==> src/itoa_pkg.sv <==
`default_nettype none
package itoa_pkg;

  // Field saturation limit for min_width
  localparam int MAX_WIDTH = 62;

  // Digit buffer: 20 BCD digits cover 2^64-1; hex uses the low 16
  localparam int NUM_DIGITS = 20;
  localparam int HEX_DIGITS = 16;
  localparam int DIGIT_IDX_W = $clog2(NUM_DIGITS);
  localparam int VALUE_W = 64;
  localparam int BITS_PER_STEP = 2;
  localparam int CONV_STEPS = VALUE_W / BITS_PER_STEP;
  localparam int STEP_CNT_W = $clog2(CONV_STEPS);

  localparam logic [7:0] CH_ZERO  = 8'h30;
  localparam logic [7:0] CH_LOW_A = 8'h61;
  localparam logic [7:0] CH_SPACE = 8'h20;
  localparam logic [7:0] CH_MINUS = 8'h2d;
  localparam logic [7:0] CH_X     = 8'h78;

  typedef enum logic [1:0] {
    OP_UDEC = 2'd0,
    OP_HEX  = 2'd1,
    OP_SDEC = 2'd2,
    OP_PTR  = 2'd3
  } opcode_t;

  typedef enum logic [2:0] {
    ST_IDLE,
    ST_CONV,
    ST_COUNT,
    ST_PREFIX,
    ST_PAD,
    ST_DIGIT
  } state_t;

  typedef enum logic [1:0] {
    SEL_PREFIX,
    SEL_PAD,
    SEL_DIGIT
  } char_sel_t;

  typedef struct packed {
    logic      load;
    logic      conv_step;
    logic      count;
    logic      prefix_next;
    logic      pad_next;
    logic      digit_next;
    char_sel_t sel;
  } cmd_t;

  typedef struct packed {
    logic is_dec;
    logic conv_last;
    logic has_prefix;
    logic prefix_last;
    logic pad_zero;
    logic digit_last;
  } sts_t;

  // Double-dabble correction: add 3 to every BCD digit that is 5 or more
  function automatic logic [NUM_DIGITS*4-1:0] dabble_adj(input logic [NUM_DIGITS*4-1:0] d);
    logic [NUM_DIGITS*4-1:0] r;
    r = d;
    for (int i = 0; i < NUM_DIGITS; i++) begin
      if (r[4*i +: 4] >= 4'd5) begin
        r[4*i +: 4] = r[4*i +: 4] + 4'd3;
      end
    end
    return r;
  endfunction

endpackage
`default_nettype wire

==> src/itoa_if.sv <==
`default_nettype none
interface itoa_in_if;
  logic        valid;
  logic        ready;
  logic [1:0]  opcode;
  logic [63:0] value;
  logic        zero_pad;
  logic [5:0]  min_width;

  modport source (output valid, output opcode, output value, output zero_pad,
                  output min_width, input ready);
  modport sink   (input valid, input opcode, input value, input zero_pad,
                  input min_width, output ready);
endinterface

interface itoa_out_if;
  logic       valid;
  logic       ready;
  logic [7:0] char_out;
  logic       last;

  modport source (output valid, output char_out, output last, input ready);
  modport sink   (input valid, input char_out, input last, output ready);
endinterface
`default_nettype wire

==> src/itoa_datapath.sv <==
`default_nettype none
module itoa_datapath (
  input  wire logic               clk,
  input  wire logic [1:0]         opcode,
  input  wire logic [63:0]        value,
  input  wire logic               zero_pad,
  input  wire logic [5:0]         min_width,
  input  wire itoa_pkg::cmd_t     cmd,
  output itoa_pkg::sts_t          sts,
  output logic [7:0]              char_out,
  output logic                    last
);

  localparam int DW = itoa_pkg::NUM_DIGITS * 4;
  localparam int IW = itoa_pkg::DIGIT_IDX_W;
  localparam int SW = itoa_pkg::STEP_CNT_W;

  logic [1:0]                              mode;
  logic                                    zpad;
  logic                                    neg;
  logic [5:0]                              width;
  logic [itoa_pkg::VALUE_W-1:0]            bin;
  logic [itoa_pkg::NUM_DIGITS-1:0][3:0]    bcd;
  logic [SW-1:0]                           step_cnt;
  logic                                    pos;
  logic [5:0]                              pad_cnt;
  logic [IW-1:0]                           dig_idx;

  logic                                    neg_in;
  logic [63:0]                             mag;
  logic [5:0]                              wsat;
  logic [DW+itoa_pkg::VALUE_W-1:0]         shift1;
  logic [DW+itoa_pkg::VALUE_W-1:0]         shift2;
  logic [IW-1:0]                           nd;
  logic [3:0]                              dig;

  assign neg_in = (opcode == itoa_pkg::OP_SDEC) && value[63];
  assign mag    = neg_in ? (~value + 64'd1) : value;
  assign wsat   = (min_width > 6'(itoa_pkg::MAX_WIDTH)) ? 6'(itoa_pkg::MAX_WIDTH) : min_width;

  // two shift-and-add-3 steps per cycle
  assign shift1 = {itoa_pkg::dabble_adj(bcd), bin} << 1;
  assign shift2 = {itoa_pkg::dabble_adj(shift1[DW+itoa_pkg::VALUE_W-1 -: DW]),
                   shift1[itoa_pkg::VALUE_W-1:0]} << 1;

  // significant digit count, minus one (zero still prints one digit)
  always_comb begin
    nd = '0;
    for (int i = 1; i < itoa_pkg::NUM_DIGITS; i++) begin
      if (bcd[i] != 4'd0) begin
        nd = IW'(i);
      end
    end
  end

  always_ff @(posedge clk) begin
    if (cmd.load) begin
      mode     <= opcode;
      zpad     <= zero_pad;
      neg      <= neg_in;
      width    <= (neg_in && wsat != 6'd0) ? wsat - 6'd1 : wsat;
      bin      <= mag;
      step_cnt <= '0;
      pos      <= 1'b0;
      for (int i = 0; i < itoa_pkg::NUM_DIGITS; i++) begin
        if (i < itoa_pkg::HEX_DIGITS && (opcode == itoa_pkg::OP_HEX ||
                                         opcode == itoa_pkg::OP_PTR)) begin
          bcd[i] <= value[4*i +: 4];
        end else begin
          bcd[i] <= 4'd0;
        end
      end
    end
    if (cmd.conv_step) begin
      bcd      <= shift2[DW+itoa_pkg::VALUE_W-1 -: DW];
      bin      <= shift2[itoa_pkg::VALUE_W-1:0];
      step_cnt <= step_cnt + SW'(1);
    end
    if (cmd.count) begin
      dig_idx <= nd;
      pad_cnt <= (width > 6'(nd) + 6'd1) ? width - 6'(nd) - 6'd1 : 6'd0;
    end
    if (cmd.prefix_next) begin
      pos <= 1'b1;
    end
    if (cmd.pad_next) begin
      pad_cnt <= pad_cnt - 6'd1;
    end
    if (cmd.digit_next) begin
      dig_idx <= dig_idx - IW'(1);
    end
  end

  assign sts.is_dec      = (mode == itoa_pkg::OP_UDEC) || (mode == itoa_pkg::OP_SDEC);
  assign sts.conv_last   = (step_cnt == SW'(itoa_pkg::CONV_STEPS - 1));
  assign sts.has_prefix  = neg || (mode == itoa_pkg::OP_PTR);
  assign sts.prefix_last = neg || pos;
  assign sts.pad_zero    = (pad_cnt == 6'd0);
  assign sts.digit_last  = (dig_idx == '0);

  assign dig = bcd[dig_idx];

  always_comb begin
    case (cmd.sel)
      itoa_pkg::SEL_PREFIX: char_out = neg ? itoa_pkg::CH_MINUS :
                                       (pos ? itoa_pkg::CH_X : itoa_pkg::CH_ZERO);
      itoa_pkg::SEL_PAD:    char_out = zpad ? itoa_pkg::CH_ZERO : itoa_pkg::CH_SPACE;
      itoa_pkg::SEL_DIGIT:  char_out = (dig < 4'd10) ? itoa_pkg::CH_ZERO + {4'd0, dig}
                                       : itoa_pkg::CH_LOW_A + {4'd0, dig} - 8'd10;
      default:              char_out = itoa_pkg::CH_SPACE;
    endcase
  end

  assign last = (cmd.sel == itoa_pkg::SEL_DIGIT) && sts.digit_last;

endmodule
`default_nettype wire

==> src/itoa_ctrl.sv <==
`default_nettype none
module itoa_ctrl (
  input  wire logic           clk,
  input  wire logic           rst,
  input  wire logic           in_valid,
  output logic                in_ready,
  output logic                out_valid,
  input  wire logic           out_ready,
  input  wire itoa_pkg::sts_t sts,
  output itoa_pkg::cmd_t      cmd
);

  itoa_pkg::state_t state, state_next;

  always_ff @(posedge clk) begin
    if (rst) begin
      state <= itoa_pkg::ST_IDLE;
    end else begin
      state <= state_next;
    end
  end

  always_comb begin
    state_next = state;
    case (state)
      itoa_pkg::ST_IDLE: begin
        if (in_valid) state_next = itoa_pkg::ST_CONV;
      end
      itoa_pkg::ST_CONV: begin
        if (!sts.is_dec || sts.conv_last) state_next = itoa_pkg::ST_COUNT;
      end
      itoa_pkg::ST_COUNT: begin
        state_next = sts.has_prefix ? itoa_pkg::ST_PREFIX : itoa_pkg::ST_PAD;
      end
      itoa_pkg::ST_PREFIX: begin
        if (out_ready && sts.prefix_last) state_next = itoa_pkg::ST_PAD;
      end
      itoa_pkg::ST_PAD: begin
        if (sts.pad_zero) state_next = itoa_pkg::ST_DIGIT;
      end
      itoa_pkg::ST_DIGIT: begin
        if (out_ready && sts.digit_last) state_next = itoa_pkg::ST_IDLE;
      end
      default: state_next = itoa_pkg::ST_IDLE;
    endcase
  end

  always_comb begin
    in_ready        = 1'b0;
    out_valid       = 1'b0;
    cmd.load        = 1'b0;
    cmd.conv_step   = 1'b0;
    cmd.count       = 1'b0;
    cmd.prefix_next = 1'b0;
    cmd.pad_next    = 1'b0;
    cmd.digit_next  = 1'b0;
    cmd.sel         = itoa_pkg::SEL_DIGIT;
    case (state)
      itoa_pkg::ST_IDLE: begin
        in_ready = 1'b1;
        cmd.load = in_valid;
      end
      itoa_pkg::ST_CONV: begin
        cmd.conv_step = sts.is_dec;
      end
      itoa_pkg::ST_COUNT: begin
        cmd.count = 1'b1;
      end
      itoa_pkg::ST_PREFIX: begin
        out_valid       = 1'b1;
        cmd.sel         = itoa_pkg::SEL_PREFIX;
        cmd.prefix_next = out_ready;
      end
      itoa_pkg::ST_PAD: begin
        out_valid    = !sts.pad_zero;
        cmd.sel      = itoa_pkg::SEL_PAD;
        cmd.pad_next = !sts.pad_zero && out_ready;
      end
      itoa_pkg::ST_DIGIT: begin
        out_valid      = 1'b1;
        cmd.digit_next = out_ready;
      end
      default: begin
        in_ready = 1'b0;
      end
    endcase
  end

endmodule
`default_nettype wire

==> src/integer_to_ascii_formatter.sv <==
`default_nettype none
// Decimal modes convert the value by double dabble before the digit count; hex skips the
// conversion. With no sign, "0x" or pad leading, the first beat waits for the pad check.
// Characters go out one beat per cycle while chr.ready is high, and the pad phase always
// ends with an empty pad check; a new item is taken only after the previous last beat.
// Reset (rst, synchronous, active high) returns the controller to idle and drops any
// item in flight; the datapath registers are not reset.
module integer_to_ascii_formatter (
  input  wire logic    clk,
  input  wire logic    rst,
  itoa_in_if.sink      item,
  itoa_out_if.source   chr
);

  // Command/status bundle between controller and datapath
  itoa_pkg::cmd_t cmd;
  itoa_pkg::sts_t sts;

  logic in_ready;
  logic out_valid;

  // Controller: sequences load, BCD conversion, digit count, and the three
  // output phases (sign or "0x" prefix, padding, digits msd first)
  itoa_ctrl u_ctrl (
    .clk       (clk),
    .rst       (rst),
    .in_valid  (item.valid),
    .in_ready  (in_ready),
    .out_valid (out_valid),
    .out_ready (chr.ready),
    .sts       (sts),
    .cmd       (cmd)
  );

  // Datapath: magnitude, width clamp, digit buffer and character select.
  // The output beat payload is selected combinationally from its registers.
  itoa_datapath u_dp (
    .clk       (clk),
    .opcode    (item.opcode),
    .value     (item.value),
    .zero_pad  (item.zero_pad),
    .min_width (item.min_width),
    .cmd       (cmd),
    .sts       (sts),
    .char_out  (chr.char_out),
    .last      (chr.last)
  );

  assign item.ready = in_ready;
  assign chr.valid  = out_valid;

endmodule
`default_nettype wire
==> src/flat_wrapper.sv <==
// flat-port wrapper written by rule: the top's interface ports become plain ports
module integer_to_ascii_formatter_flat 
  (clk, rst, item_valid, item_opcode, item_value, item_zero_pad, item_min_width, item_ready, chr_valid, chr_char_out, chr_last, chr_ready);
  itoa_in_if item_i ();
  itoa_out_if chr_i ();
  input  wire logic clk;
  input  wire logic rst;
  input wire logic [$bits(item_i.valid)-1:0] item_valid;
  input wire logic [$bits(item_i.opcode)-1:0] item_opcode;
  input wire logic [$bits(item_i.value)-1:0] item_value;
  input wire logic [$bits(item_i.zero_pad)-1:0] item_zero_pad;
  input wire logic [$bits(item_i.min_width)-1:0] item_min_width;
  output wire logic [$bits(item_i.ready)-1:0] item_ready;
  output wire logic [$bits(chr_i.valid)-1:0] chr_valid;
  output wire logic [$bits(chr_i.char_out)-1:0] chr_char_out;
  output wire logic [$bits(chr_i.last)-1:0] chr_last;
  input wire logic [$bits(chr_i.ready)-1:0] chr_ready;
  assign item_i.valid = item_valid;
  assign item_i.opcode = item_opcode;
  assign item_i.value = item_value;
  assign item_i.zero_pad = item_zero_pad;
  assign item_i.min_width = item_min_width;
  assign item_ready = item_i.ready;
  assign chr_valid = chr_i.valid;
  assign chr_char_out = chr_i.char_out;
  assign chr_last = chr_i.last;
  assign chr_i.ready = chr_ready;
  integer_to_ascii_formatter u_core (.clk(clk), .rst(rst), .item(item_i), .chr(chr_i));
endmodule
==> config.mk <==
export PLATFORM = sky130hd
export DESIGN_NAME = integer_to_ascii_formatter_flat
export DESIGN_NICKNAME = d
export VERILOG_FILES = /design/src/itoa_pkg.sv /design/src/itoa_if.sv /design/src/itoa_datapath.sv /design/src/itoa_ctrl.sv /design/src/integer_to_ascii_formatter.sv /design/src/flat_wrapper.sv
export SDC_FILE = /design/constraint.sdc
export NUM_CORES = 1
export LEC_CHECK = 0
export ABC_AREA = 1
export BUFFER_PORTS_ARGS = -buffer_cell sky130_fd_sc_hd__buf_4
export CORE_ASPECT_RATIO = 1.5
export CORE_MARGIN = 2
export CORE_UTILIZATION = 55
export DETAILED_ROUTE_END_ITERATION = 10
export PLACE_DENSITY = 0.82
export SYNTH_ARGS = -nofsm -noshare
export SYNTH_HDL_FRONTEND = slang
export SYNTH_SLANG_ARGS = --single-unit
==> constraint.sdc <==
create_clock -name clk -period 6.3 [get_ports clk]
set_clock_uncertainty 0.05 [all_clocks]
set_input_delay 0 -clock clk [delete_from_list [all_inputs] [get_ports clk]]
set_output_delay 0 -clock clk [all_outputs]
set_load 0.005 [all_outputs]
After elaboration in Yosys (flattened, before gate mapping)
Cells that the tools add are included.
Storage, ports and cells
  bits in registers: 174
Operators by class
  add/sub/neg operators: 51
  $lt $le $gt $ge: 44
  eq/ne operators: 18
  mux-type cells: 112
  bitwise operators: 1
  reductions and logical operators: 43
Operator list (count)
  4-bit 2-to-1 mux: 55
  64-bit 2-to-1 mux: 3
  4-bit by 3-bit >= comparator with 1-bit output (second input constant): 40
  80-bit 2-to-1 mux: 2
  4-bit by 2-bit adder with 4-bit output (second input constant): 38
  5-bit 2-to-1 mux: 23
  4-bit nonzero test: 19
  64-bit by 1-bit adder with 64-bit output (second input constant): 1
  64-bit NOT: 1
  6-bit 2-to-1 mux: 5
  3-bit 2-to-1 mux: 8
  8-bit one-hot mux with 3 select lines: 1
  4-bit binary-select mux with 5-bit select: 1
  3-bit one-hot mux with 6 select lines: 1
  6-bit by 1-bit subtractor with 6-bit output (second input constant): 3
  7-bit 2-to-1 mux: 2
  2-bit equality test (second input constant): 5
  2-bit != test (second input constant): 5
  7-bit by 4-bit adder with 8-bit output (first input constant): 1
  1-bit 2-to-1 mux: 8
  8-bit 2-to-1 mux: 1
  8-bit by 4-bit subtractor with 8-bit output (second input constant): 1
  6-bit by 4-bit adder with 7-bit output (first input constant): 1
  3-bit by 2-bit adder with 3-bit output (second input constant): 2
  other kinds (26): 42

Depth between registers and ports, before layout
  depth in word-level cells: 25
  gate-level depth with buffers: 33
  gate-level depth less buffers: 33

Modules after synthesis
A second synthesis with hierarchy kept.
Unflattened totals
  cells, all modules: 2030
  area total of the unflattened synthesis: 14740.4 um^2
By module, submodules not included
  itoa_datapath: instances 1, cells an instance 1963, area each 14393.8 um^2, sequential area each 5104.9 um^2
  itoa_ctrl: instances 1, cells an instance 67, area each 346.6 um^2, sequential area each 60.1 um^2

Worst setup path before layout
OpenSTA, ideal clock, no wires.
  kind: reg2reg
  start: reg u_core.u_ctrl.state[1]
  end: reg u_core.u_dp.bcd[0] in the netlist's numbering, enable pin
  setup time: 0.514 ns
  data arrival time: 4.419 ns
  slack: 1.317 ns
  cell stages (with the launch flop): 9
  buffers on the path: 1
  period minus slack after synthesis: 4.983 ns
  cell sequence: dfxtp_1 nor2_1 inv_1 nor2_1 inv_1 nor2_1 clkinv_1 clkbuf_1 nand2_1
On the way
  longest elaborated chain between the ends: 3
  elaborated cells between the ends (all ways): 5
RTL lines
  start, declared: line itoa_ctrl.sv:13  | itoa_pkg::state_t state, state_next;
  start signal, assigned: line itoa_ctrl.sv:17  | state <= itoa_pkg::ST_IDLE;
  start signal, assigned: line itoa_ctrl.sv:19  | state <= state_next;
  3-bit by 1-bit equality test with 1-bit output or 3-bit logical NOT (tied branches): line itoa_ctrl.sv:58  | case (state)
  1-bit 2-to-1 mux: line itoa_ctrl.sv:58
  2-bit nonzero test (no source line) *
  end signal, assigned by index: line itoa_datapath.sv:68  | bcd[i] <= value[4*i +: 4];
  end signal, assigned: line itoa_datapath.sv:75  | bcd <= shift2[DW+itoa_pkg::VALUE_W-1 -: DW];
  end, declared: line itoa_datapath.sv:23  | logic [itoa_pkg::NUM_DIGITS-1:0][3:0] bcd;
Mark *: on every way between the ends. The rest lies on a longest branch, timed or not.
A chain may end at the register's enable or synchronous reset.

Worst setup path in the final report
  start: reg u_core.u_ctrl.state[1]
  end: reg u_core.u_dp.bcd[59] in the netlist's numbering, enable pin
Same word-level chain as after synthesis.

==> results.txt <==
----------------------------------------------------
[Drt]
  First-iteration detailed-routing DRC count ... 1,474
  Routed via count ... 14,490
  DRC violations left ... 0
  Wirelength, routed ... 40.36 mm
  Number of routed nets with antenna violations ... 0
  Final routed wire length divided by cell count ... 16.41 um
  Vias per cell ... about 5.9
  Detailed-routing iteration count for the pre-antenna-repair pass ... 6

[Hold path]
  Worst min-delay path category ... in -> reg

[Layout]
  Total of fill cells in the finished design ... around 2,200
  Post-synthesis to final-layout area growth ... 15.64%
  Top library cells by usage in the layout, fill and taps aside ... 356 x nand2_1, 323 x inv_1, 285 x o21ai_0
  Footprint of the multi-input gates ... 0.007895 mm^2
  Number of nets in the layout ... 2,293
  Share of cells above drive strength 1 ... 8.604%
  Non-Filler Instances ... 2,460
  Leading cell type in the layout, fill and taps excluded ... nand2_1
  Antenna fix cells ... 0
  Area taken by flip-flops and latches ... between 0.005 and 0.006 mm^2

[Power]
  Switching part of the total power ... 47.55%
  Clock Power Share ... 14.9%
  Sequential share of power ... roughly 31%
  Combinational cell fraction of total power ... 53.9%
  Psw ... 0.003418 W
  Internal power component ... 0.003770 W
  Worst vdd ir ... 283.0 uV
  Power per unit of standard cell area ... 427.8 mW/mm^2
  Cell leakage power ... 7.244 nW

[Clock tree]
  Post_cts resized ... 0
  CTS tree ... done
  Clock latency on the worst-skew pair ... 450 ps
  H-tree level count ... 4
  Clock transition at path regs ... 70 ps
  Number of buffers on the longest clock path ... 2
  Number of buffers created by CTS ... 17
  Clock sink count ... 174
  # Post-CTS Setup Buffers ... 0
  Root Buffer Master ... clkbuf_16

[Timing]
  Tightest slew margin relative to the limit ... around 34%
  Setup repair after global routing missed its margin ... no
  Worst slack on hold paths ... 22.05 ps
  Final number of hold-violating endpoints ... 0
  Achievable Freq ... 244.2 MHz
  Setup TNS ... 0 ps
  Finish-stage setup viols ... 0
  Share of the clock period used by the worst path ... 64.99%
  Slew at the pin closest to its max-slew limit ... 992.7 ps
  Max-slew violation count ... 0
  Post-route minimum period ... 4095 ps

[Global routing]
  Via count of the first global-routing pass ... about 14,000
  Maximum number of pins on one net before global-route repair ... 95
  Tot GR Track Use ... roughly 29%
  Antenna violations before repair ... 0
  Wire length of the first global-routing pass ... 65.32 mm
  Overflow after GRT ... 0

[Yosys]
  Synthesized flop and latch total ... 174
  Summed instance area of the synthesized netlist ... 0.01453 mm^2
  Share of flip-flops with an asynchronous set or reset ... 0%
  Adder-Cell Fraction of Synth Area ... under 10%
  Number of flops mapped to enable cells by yosys ... 168
  Top flip-flop cell by instance count after synthesis ... edfxtp_1
  Sequential share of the synthesized area ... 35.55%
  Post-Syn Instances ... 1,977
  Largest family of logic cells by synthesized area ... compound AO/OA/AOI/OAI gates
  Count of cell types in the netlist ... 60
  Compound-gate portion of the synthesized area ... 21.83%
  Mux share of post-synthesis cell area ... 0%
  Number of warning messages in the yosys log ... 0
  Post-synthesis share of cell area spent on and, or, nand and nor gates ... 20.56%
  XOR/XNOR share of the synthesized area ... between 2 and 3%
  Average size of a mapped cell ... 7.349 um^2

[Placement]
  Half-perimeter wire length after detailed placement ... 28.83 mm
  Port Buf Inserts ... 85
  Placed insts ... ~2,400
  Placer congestion estimate ... 0.9451

[Die]
  Area inside the core boundary ... about 0.026 mm^2
  Standard-cell rows ... 72
  DIE WIDTH ... 136.7 um
  Die footprint ... 0.02776 mm^2
  Boundary pin count ... 88
  Die Y-Extent ... 203.1 um
  Initial Util ... 56.19%

[Setup path]
  Destination of the worst register-to-register timing path ... u_core.u_dp.bcd[59]$_DFFE_PP_
  Critical path capture point type ... flop
  Cell Chain, Critical Path ... nor2_1 -> inv_1 -> nor2_1 -> inv_1 -> nor2_4 -> buf_4 -> clkinv_1 -> nand2_4 -> buf_4
  Classification of the worst setup path ... reg -> reg
  Largest stage delay, worst path ... ~840 ps
  Worst Setup Start Kind ... flop
  Critical register-to-register path startpoint ... u_core.u_ctrl.state[1]$_SDFFE_PP0P_
  Required time of the critical path ... 6340 ps
  Crit path arrival time ... between 4000 and 5000 ps
  Length in cells of the worst reg-to-reg path ... 9
  Standard cell with the maximum stage delay on the critical path ... clkinv_1
  Register-to-register setup slack ... 2210 ps
  Launching instance or port of the critical path ... u_core.u_ctrl.state[1]$_SDFFE_PP0P_
  Worst setup path endpoint ... u_core.u_dp.bcd[59]$_DFFE_PP_
  Max FO, Critical Path ... 58

[Flow run]
  Max-Cap Viols ... 0

[Run status]
  Result of the run ... finished, final reports clean

----------------------------------------------------
-- metrics by stage --
| step | setup slack, ps | instance area [um^2] | power (W) | util [%] |
|---|---|---|---|---|
| 2_1_floorplan | 1317 | 14530 | 0.005044 | - |
| 3_3_place_gp | 2405 | 15470 | 0.005750 | 59.83 |
| 3_5_place_dp | 2308 | 15470 | 0.005997 | 59.83 |
| 4_1_cts | 2292 | 16800 | 0.007114 | 64.98 |
| 5_1_grt | 2007 | 16800 | 0.007829 | 64.98 |
| 6_report | 2205 | 16800 | 0.007188 | 64.98 |
-- state kept, by name, indices dropped and copies added, names as in the netlist --
name and cells:
u_core.u_dp.bcd 80, u_core.u_dp.bin 64, u_core.u_dp.pad_cnt 6, u_core.u_dp.width 6, u_core.u_dp.dig_idx 5, u_core.u_dp.step_cnt 5, u_core.u_ctrl.state 3, u_core.u_dp.mode 2
u_core.u_dp.neg 1, u_core.u_dp.pos 1, u_core.u_dp.zpad 1
-- cell families after synthesis --
logic type               after synthesis
flip-flops                           174
other                                  2
buffers and inverters                391
adder cells (fa/ha/maj)              102
XOR/XNOR                              47
AO/OA/AOI/OAI                        581
AND/OR/NAND/NOR                      680
-- worst min path at each step --
stage / to / cells after the start / start / slack (ps)
finish: u_core.u_dp.bcd[25]$_DFFE_PP_ / 3 / item_value[25] / 20
global route: u_core.u_dp.bcd[25]$_DFFE_PP_ / 3 / item_value[25] / 30
CTS: u_core.u_dp.bcd[59]$_DFFE_PP_ / 3 / item_value[59] / 4
detailed placement: u_core.u_dp.zpad$_DFFE_PP_ / 1 / item_zero_pad / 140
global placement: u_core.u_dp.zpad$_DFFE_PP_ / 1 / item_zero_pad / 140
floorplan: u_core.u_dp.mode[0]$_DFFE_PP_ / 0 / item_opcode[0] / 50
-- layout make-up --
cell class / count / area share (%)
flip-flops and latches: 174 / 30.74
inverters: 337 / 7.544
clock inverters: 14 / 0.8415
multi-input cells: 1413 / 46.99
clock buffers: 18 / 2.554
well taps: 333 / 2.480
repair buffers: 171 / 8.847
-- layer usage --
metal | wire [um] | up-vias | track usage (%)
li1 | - | 6979 | -
met3 | 2892 | 141 | 4.095
met1 | 15400 | 6673 | 34.55
met4 | 1834 | 0 | 14.99
met5 | 0 | - | 0
met2 | 20230 | 700 | 51.66
-- what timing repair did --
action | CTS | global route
endpoints found under the setup margin | 0 | 0
hold buffers | 76 | 0
hold endpoints to repair | 111 | 0
-- synthesized netlist by cell type (2+ instances only) --
master / count / area [um^2]
nor3_1: 36 / 180.2
nand3_2: 5 / 50.05
a32o_1: 10 / 100.1
xor2_1: 37 / 324.1
clkinv_1: 3 / 11.26
o21ai_2: 4 / 35.03
nor3_2: 3 / 30.03
edfxtp_1: 168 / 5045
o21ai_1: 20 / 100.1
ha_1: 101 / 1264
conb_1: 2 / 7.510
a211oi_1: 20 / 150.1
o211ai_1: 11 / 82.58
nand3_1: 79 / 395.4
nand2_1: 357 / 1340
o22ai_1: 37 / 231.5
nor2_2: 5 / 31.28
inv_1: 323 / 1212
o31ai_1: 3 / 22.52
a31oi_1: 5 / 31.28
nor2_1: 140 / 525.5
a32oi_1: 2 / 17.52
clkinv_2: 2 / 10.01
xnor2_1: 10 / 87.58
nand4_1: 6 / 37.54
inv_2: 9 / 33.78
nor2_4: 5 / 56.30
or2_2: 11 / 68.82
clkbuf_1: 31 / 116.4
a21boi_0: 2 / 15.01
buf_2: 10 / 50.05
buf_4: 5 / 37.54
buf_1: 8 / 30.03
nand2_2: 6 / 37.54
nand3_4: 2 / 35.03
and2_1: 2 / 12.51
dfxtp_1: 6 / 120.1
o21a_1: 5 / 37.54
nor4_1: 15 / 93.84
o21ai_0: 285 / 1426
a21oi_1: 167 / 835.8
-- power by group through the flow --
stage | clock network (W) | logic [W] | registers, W
global placement | 0 | 0.00352 | 0.00223
CTS | 0.00106 | 0.00382 | 0.00223
finish | 0.00107 | 0.00387 | 0.00225
floorplan | 0 | 0.00282 | 0.00223
global route | 0.00111 | 0.00442 | 0.00230
detailed placement | 0 | 0.00374 | 0.00225
-- worst max-delay path, delay by kind of cell, from the launching register on --
family | cells | cell delay (ps)
buffers and inverters | 5 | 2100
AND/OR/NAND/NOR | 4 | 1100
flip-flops | 1 | 340
No activity file was read; power rests on OpenSTA's default activity.
